--- config.mk ---
export PLATFORM = sky130hd
export DESIGN_NAME = ifl_divider
export DESIGN_NICKNAME = d
export VERILOG_FILES = /design/src/hdl/ifl_pkg.sv /design/src/hdl/ifl_divider.sv
export SDC_FILE = /design/constraint.sdc
export NUM_CORES = 2
export LEC_CHECK = 0
export ABC_CLOCK_PERIOD_IN_PS = 11000
export BUFFER_PORTS_ARGS = -buffer_cell sky130_fd_sc_hd__buf_4
export CAP_MARGIN = 0
export CELL_PAD_IN_SITES_DETAIL_PLACEMENT = 1
export CELL_PAD_IN_SITES_GLOBAL_PLACEMENT = 1
export CORE_UTILIZATION = 51
export DETAILED_ROUTE_END_ITERATION = 6
export GPL_TIMING_DRIVEN = 0
export MAX_ROUTING_LAYER = met4
export PLACE_DENSITY_LB_ADDON = 0.1
export SKIP_LAST_GASP = 1
export SYNTH_ARGS = -nofsm -noshare
export SYNTH_HDL_FRONTEND = slang
export SYNTH_SLANG_ARGS = --single-unit
export TNS_END_PERCENT = 1
--- constraint.sdc ---
create_clock -name clk_i -period 11 [get_ports clk_i]
set_input_delay 1.1 -clock clk_i [delete_from_list [all_inputs] [get_ports clk_i]]
set_output_delay 1.1 -clock clk_i [all_outputs]
set_load 0.005 [all_outputs]
--- src/hdl/ifl_pkg.sv ---
// ----------------------------------------------------------------------------
// ifl_pkg
// Shared configuration type, constants and helper function of the inode fragment locator.
// ----------------------------------------------------------------------------
`default_nettype none

package ifl_pkg;

  localparam int unsigned DIV_W = 32;

  localparam logic [2:0] REG_LAYOUT_MODE      = 3'd0;
  localparam logic [2:0] REG_INODES_PER_GROUP = 3'd1;
  localparam logic [2:0] REG_FRAGS_PER_GROUP  = 3'd2;
  localparam logic [2:0] REG_INODE_AREA_START = 3'd3;
  localparam logic [2:0] REG_GROUP_STAGGER    = 3'd4;
  localparam logic [2:0] REG_STAGGER_MASK     = 3'd5;
  localparam logic [2:0] REG_BLOCK_SIZE_LOG2  = 3'd6;
  localparam logic [2:0] REG_FRAG_SIZE_LOG2   = 3'd7;

  localparam logic [1:0] LAYOUT_OLD_STAGGER = 2'd0;
  localparam logic [1:0] LAYOUT_NEW_PLAIN   = 2'd1;

  localparam logic [3:0] INODE_LOG2_SMALL = 4'd7;
  localparam logic [3:0] INODE_LOG2_LARGE = 4'd8;

  localparam logic [4:0] SIZE_LOG2_MIN = 5'd9;
  localparam logic [4:0] SIZE_LOG2_MAX = 5'd16;

  typedef struct packed {
    logic        use_stagger;
    logic [3:0]  ilog;
    logic [3:0]  ipb_log;
    logic [2:0]  fpb_log;
    logic [4:0]  flog;
    logic [15:0] frag_mask;
    logic [30:0] frags_per_group;
    logic [30:0] inode_area_start;
    logic [31:0] group_stagger;
    logic [31:0] stagger_mask;
  } ifl_cfg_t;

  function automatic logic [4:0] clamp_log2(input logic [4:0] v);
    logic [4:0] r;
    r = v;
    if (v < SIZE_LOG2_MIN) begin
      r = SIZE_LOG2_MIN;
    end else if (v > SIZE_LOG2_MAX) begin
      r = SIZE_LOG2_MAX;
    end
    return r;
  endfunction

endpackage

`default_nettype wire

--- src/hdl/ifl_divider.sv ---
// ----------------------------------------------------------------------------
// ifl_divider
// Pipelined restoring divider: one quotient bit per register stage.
// ----------------------------------------------------------------------------
`default_nettype none

module ifl_divider
  import ifl_pkg::*;
(
  input  wire logic             clk_i,
  input  wire logic             rst_ni,
  input  wire logic             en_i,
  input  wire logic             valid_i,
  input  wire logic             err_i,
  input  wire logic [DIV_W-1:0] dividend_i,
  input  wire logic [DIV_W-1:0] divisor_i,
  output logic                  valid_o,
  output logic                  err_o,
  output logic [DIV_W-1:0]      quotient_o,
  output logic [DIV_W-1:0]      remainder_o
);

  logic             vld_q [DIV_W];
  logic             err_q [DIV_W];
  logic [DIV_W-1:0] rem_q [DIV_W];
  logic [DIV_W-1:0] num_q [DIV_W];

  for (genvar k = 0; k < DIV_W; k++) begin : g_stage
    logic             vld_in;
    logic             err_in;
    logic [DIV_W-1:0] rem_in;
    logic [DIV_W-1:0] num_in;
    logic [DIV_W:0]   trial;
    logic [DIV_W:0]   diff;
    logic             ge;

    if (k == 0) begin : g_first
      assign vld_in = valid_i;
      assign err_in = err_i;
      assign rem_in = '0;
      assign num_in = dividend_i;
    end else begin : g_next
      assign vld_in = vld_q[k-1];
      assign err_in = err_q[k-1];
      assign rem_in = rem_q[k-1];
      assign num_in = num_q[k-1];
    end

    assign trial = {rem_in, num_in[DIV_W-1]};
    assign ge    = (trial >= {1'b0, divisor_i});
    assign diff  = trial - {1'b0, divisor_i};

    always_ff @(posedge clk_i or negedge rst_ni) begin
      if (!rst_ni) begin
        vld_q[k] <= 1'b0;
      end else if (en_i) begin
        vld_q[k] <= vld_in;
      end
    end

    always_ff @(posedge clk_i) begin
      if (en_i) begin
        err_q[k] <= err_in;
        rem_q[k] <= ge ? diff[DIV_W-1:0] : trial[DIV_W-1:0];
        num_q[k] <= {num_in[DIV_W-2:0], ge};
      end
    end
  end

  assign valid_o     = vld_q[DIV_W-1];
  assign err_o       = err_q[DIV_W-1];
  assign quotient_o  = num_q[DIV_W-1];
  assign remainder_o = rem_q[DIV_W-1];

endmodule

`default_nettype wire

==> impl_metrics.toml <==
[global_routing]
grt_max_degree = 203
grt_use_met1 = 0.391
busiest_layer = "met2"
grt_overflow_total = 0
grt_pass1_vias = 94000
grt.total_usage = 0.305
antenna_found_initial = 8
met2_usage = 0.505
grt_use_met3 = 0.0354
grt_pass1_wl_um = 563000

[synth]
synth_top_cell_by_area = "edfxtp_1"
ys_ff_latch = 2112
seq_area_frac_synth = 0.507
syn_inst = 11000
netlist_top_cells_count = "edfxtp_1 (2080), ha_1 (994), a21oi_1 (959)"
syn-cell-area_um2 = 125000
ys_types = 84
synth_area_leaders = "edfxtp_1 (50%), ha_1 (10%), mux2_2 (4.2%), a21oi_1 (3.8%), xnor2_1 (3.5%)"
yosysWarnings = 0
syn_area_per_cell_um2 = 11.4
yosysMostFrequentCell = "edfxtp_1"
async_flop_share = 0.0152
synth-edff-count = 2080
synth_flop_cell = "edfxtp_1"
syn_nets = 12100
netlist.area_leader.share = 0.501

[timing]
worstMarginPinSlew_ps = 1390
final_max_slew_viol_count = 0
setup_viol = 0
fin_crit_ps = 6900
rsz0062_at_grt = "false"
finalClockSkew_ps = 70.5
max_freq_mhz = 145
setup_tns_ps = 0
slew_headroom = 0.0764
report.final.hold_viol_count = 0
min_period_over_period = 0.627

[setup_path]
slowest_delay_ps = 890
crit_fanout = 32
crit_path_end_kind = "flip-flop"
cpLargestDelayFamily = "buffers and inverters"
arrival_ps = 7450
path_cells = "buf_4 > clkbuf_1 > inv_4 > buf_16 > ha_1 > nor2b_1 > o21ai_0 > a21boi_0 > o2111ai_1 > o211ai_1 > a41oi_1 > nor4b_1 > a221oi_1 > clkbuf_1 > clkbuf_1 > o21ai_0"
crit_type = "input port to flip-flop"
worstPathRequired_ps = 11550
cp_slowest_cell = "buf_4"
path_buf_inv = 6
crit_path_frequent_cell = "clkbuf_1"
critPathLaunchType = "input port"

[cts]
clock-root-buffer = "clkbuf_16"
cts_buffer_depth = 3
cts-buffers-inserted = 229
cts.sinks = 2112
cts.reportedPaths.clkPinSlew_ps = 60
clk_latency_ps = 910
cts-resized-gates = 0
hold_buffers = 0
cts-htree-levels = 4
tritoncts = "yes"
cts_setup_buffers = 0

[route]
num_vias = 90400
via_per_inst = 6.12
routedWlPerCell_um = 25.0
drt-total-wl_um = 369000
drt_first_pass_iters = 6
ant_nets = 0
drc = 0
drt_iter0_drc = 6610

[placement]
place.port_buffers = 134
gp_congestion = 0.908
dpl.hpwl_um = 265000
placed_cells = 14300

[pwr]
power.switching_mw = 18.6
seq_power_share = 0.312
p_int_mw = 26.8
p_total_mw = 45.4
comb_power_share = 0.512
pwr-share-clk = 0.176
p_leak_nw = 54.3
p_sw_frac = 0.410
ir_drop_uv = 188
powerDensity_nw_per_um2 = 327

[die]
die_area_um2 = 246000
row_count = 181
die_h_um = 496
die_w_um = 496
core_area_um2 = 243000
io_pins = 135
start_util = 0.513

[cells_and_area]
layout.cells.non_filler = 14800
drive_gt1_frac = 0.101
area_growth_pct = 11.3
nNetsFinal = 12500

[job]
max_cap_violations = 0

[status]
status = "complete, no violations"

[worst_hold_path]
hold_class = "input port to async pin"
## metrics by stage
| step | setup slack [ps] | utilization | hold WS [ps] | instance area, µm² |
|---|---|---|---|---|
| 6_report | 4100 | 0.571 | 115 | 139000 |
| 5_1_grt | 3840 | 0.571 | 110 | 139000 |
| 3_3_place_gp | -9510 | 0.533 | 400 | 130000 |
| 3_5_place_dp | 3340 | 0.538 | 405 | 131000 |
| 2_1_floorplan | 5860 | - | 400 | 125000 |
| 4_1_cts | 4220 | 0.571 | 58.5 | 139000 |
## cells in the final DEF (no fill, tap or decap), types with 38 or more instances in the layout
master        n
mux2i_1      48
and2_1       39
buf_16       39
a31oi_1     111
o21bai_1    121
a21oi_1     959
a211oi_1     74
o211ai_1     41
nor4_1       45
nand2_1     836
xnor2_1     505
inv_1       291
nor2_1      606
o31ai_1      65
ha_1        994
a21boi_0     70
buf_4       134
clkbuf_16   232
clkbuf_1    309
o21ai_0     810
nand3_1     193
nand2b_1    143
clkinv_2     38
nand4_1     191
and3_1       83
xor2_1      334
o21a_1       99
edfxtp_1   2080
nor2b_1     166
mux2_2      461
nor3_1      131
a21o_1      549
## logic make-up after synthesis
group / after synthesis / share of synthesized area
adders and majority gates: 1025 / 0.105
xor gates and xnor gates: 839 / 0.0589
and+or+nand+nor: 2559 / 0.0974
muxes: 535 / 0.0486
AOI/OAI and AO/OA: 3247 / 0.163
buffers and inverters: 646 / 0.0201
DFF: 2112 / 0.507
## path summary, 6_finish.rpt
kind | slack (ps) | start | to | cells after the start
max | 4100 | divisor_i[1] | rem_q[0][224] | 16
min | 110 | rst_ni | g_stage[31].vld_in | 1
max reg2reg | 5870 | num_q[1][95] | rem_q[0][224] | 13
min reg2reg | 390 | num_q[3][93] | num_q[3][126] | 0
max in group asynchronous | 10590 | rst_ni | g_stage[19].vld_in | 1
min in group clk_i | 370 | dividend_i[11] | num_q[0][12] | 1
## final cells by class
type	instances	area, µm²
clock buffers	274	6030
fillers	25100	104000
inverters	323	1280
well taps	3202	4010
multi-input cells	8205	58900
plain buffers	323	1290
flip-flops and latches	2112	63300
repair buffers	176	2140
diodes	3	7.51
clock inverters	151	1840
## flip-flops by register name, indices dropped and copies added, names as in the netlist
register        count
num_q            1024
rem_q            1024
err_q              32
g_stage.vld_in     31
valid_o             1
## layer usage
layer	up-vias	wire length, µm
met5	-	0
met4	0	13000
met3	676	16300
met2	2108	179000
met1	45200	161000
li1	42400	-
## power by group through the flow
| stage | Combinational, mW | Sequential, mW | Clock, mW |
|---|---|---|---|
| finish | 23.3 | 14.2 | 7.99 |
| global route | 25.5 | 14.4 | 8.41 |
| CTS | 23.1 | 14.2 | 8.16 |
| detailed placement | 22.9 | 14.3 | 0 |
| global placement | 22.0 | 14.5 | 0 |
| floorplan | 16.7 | 13.4 | 0 |
No activity file was read; power rests on OpenSTA's default activity.
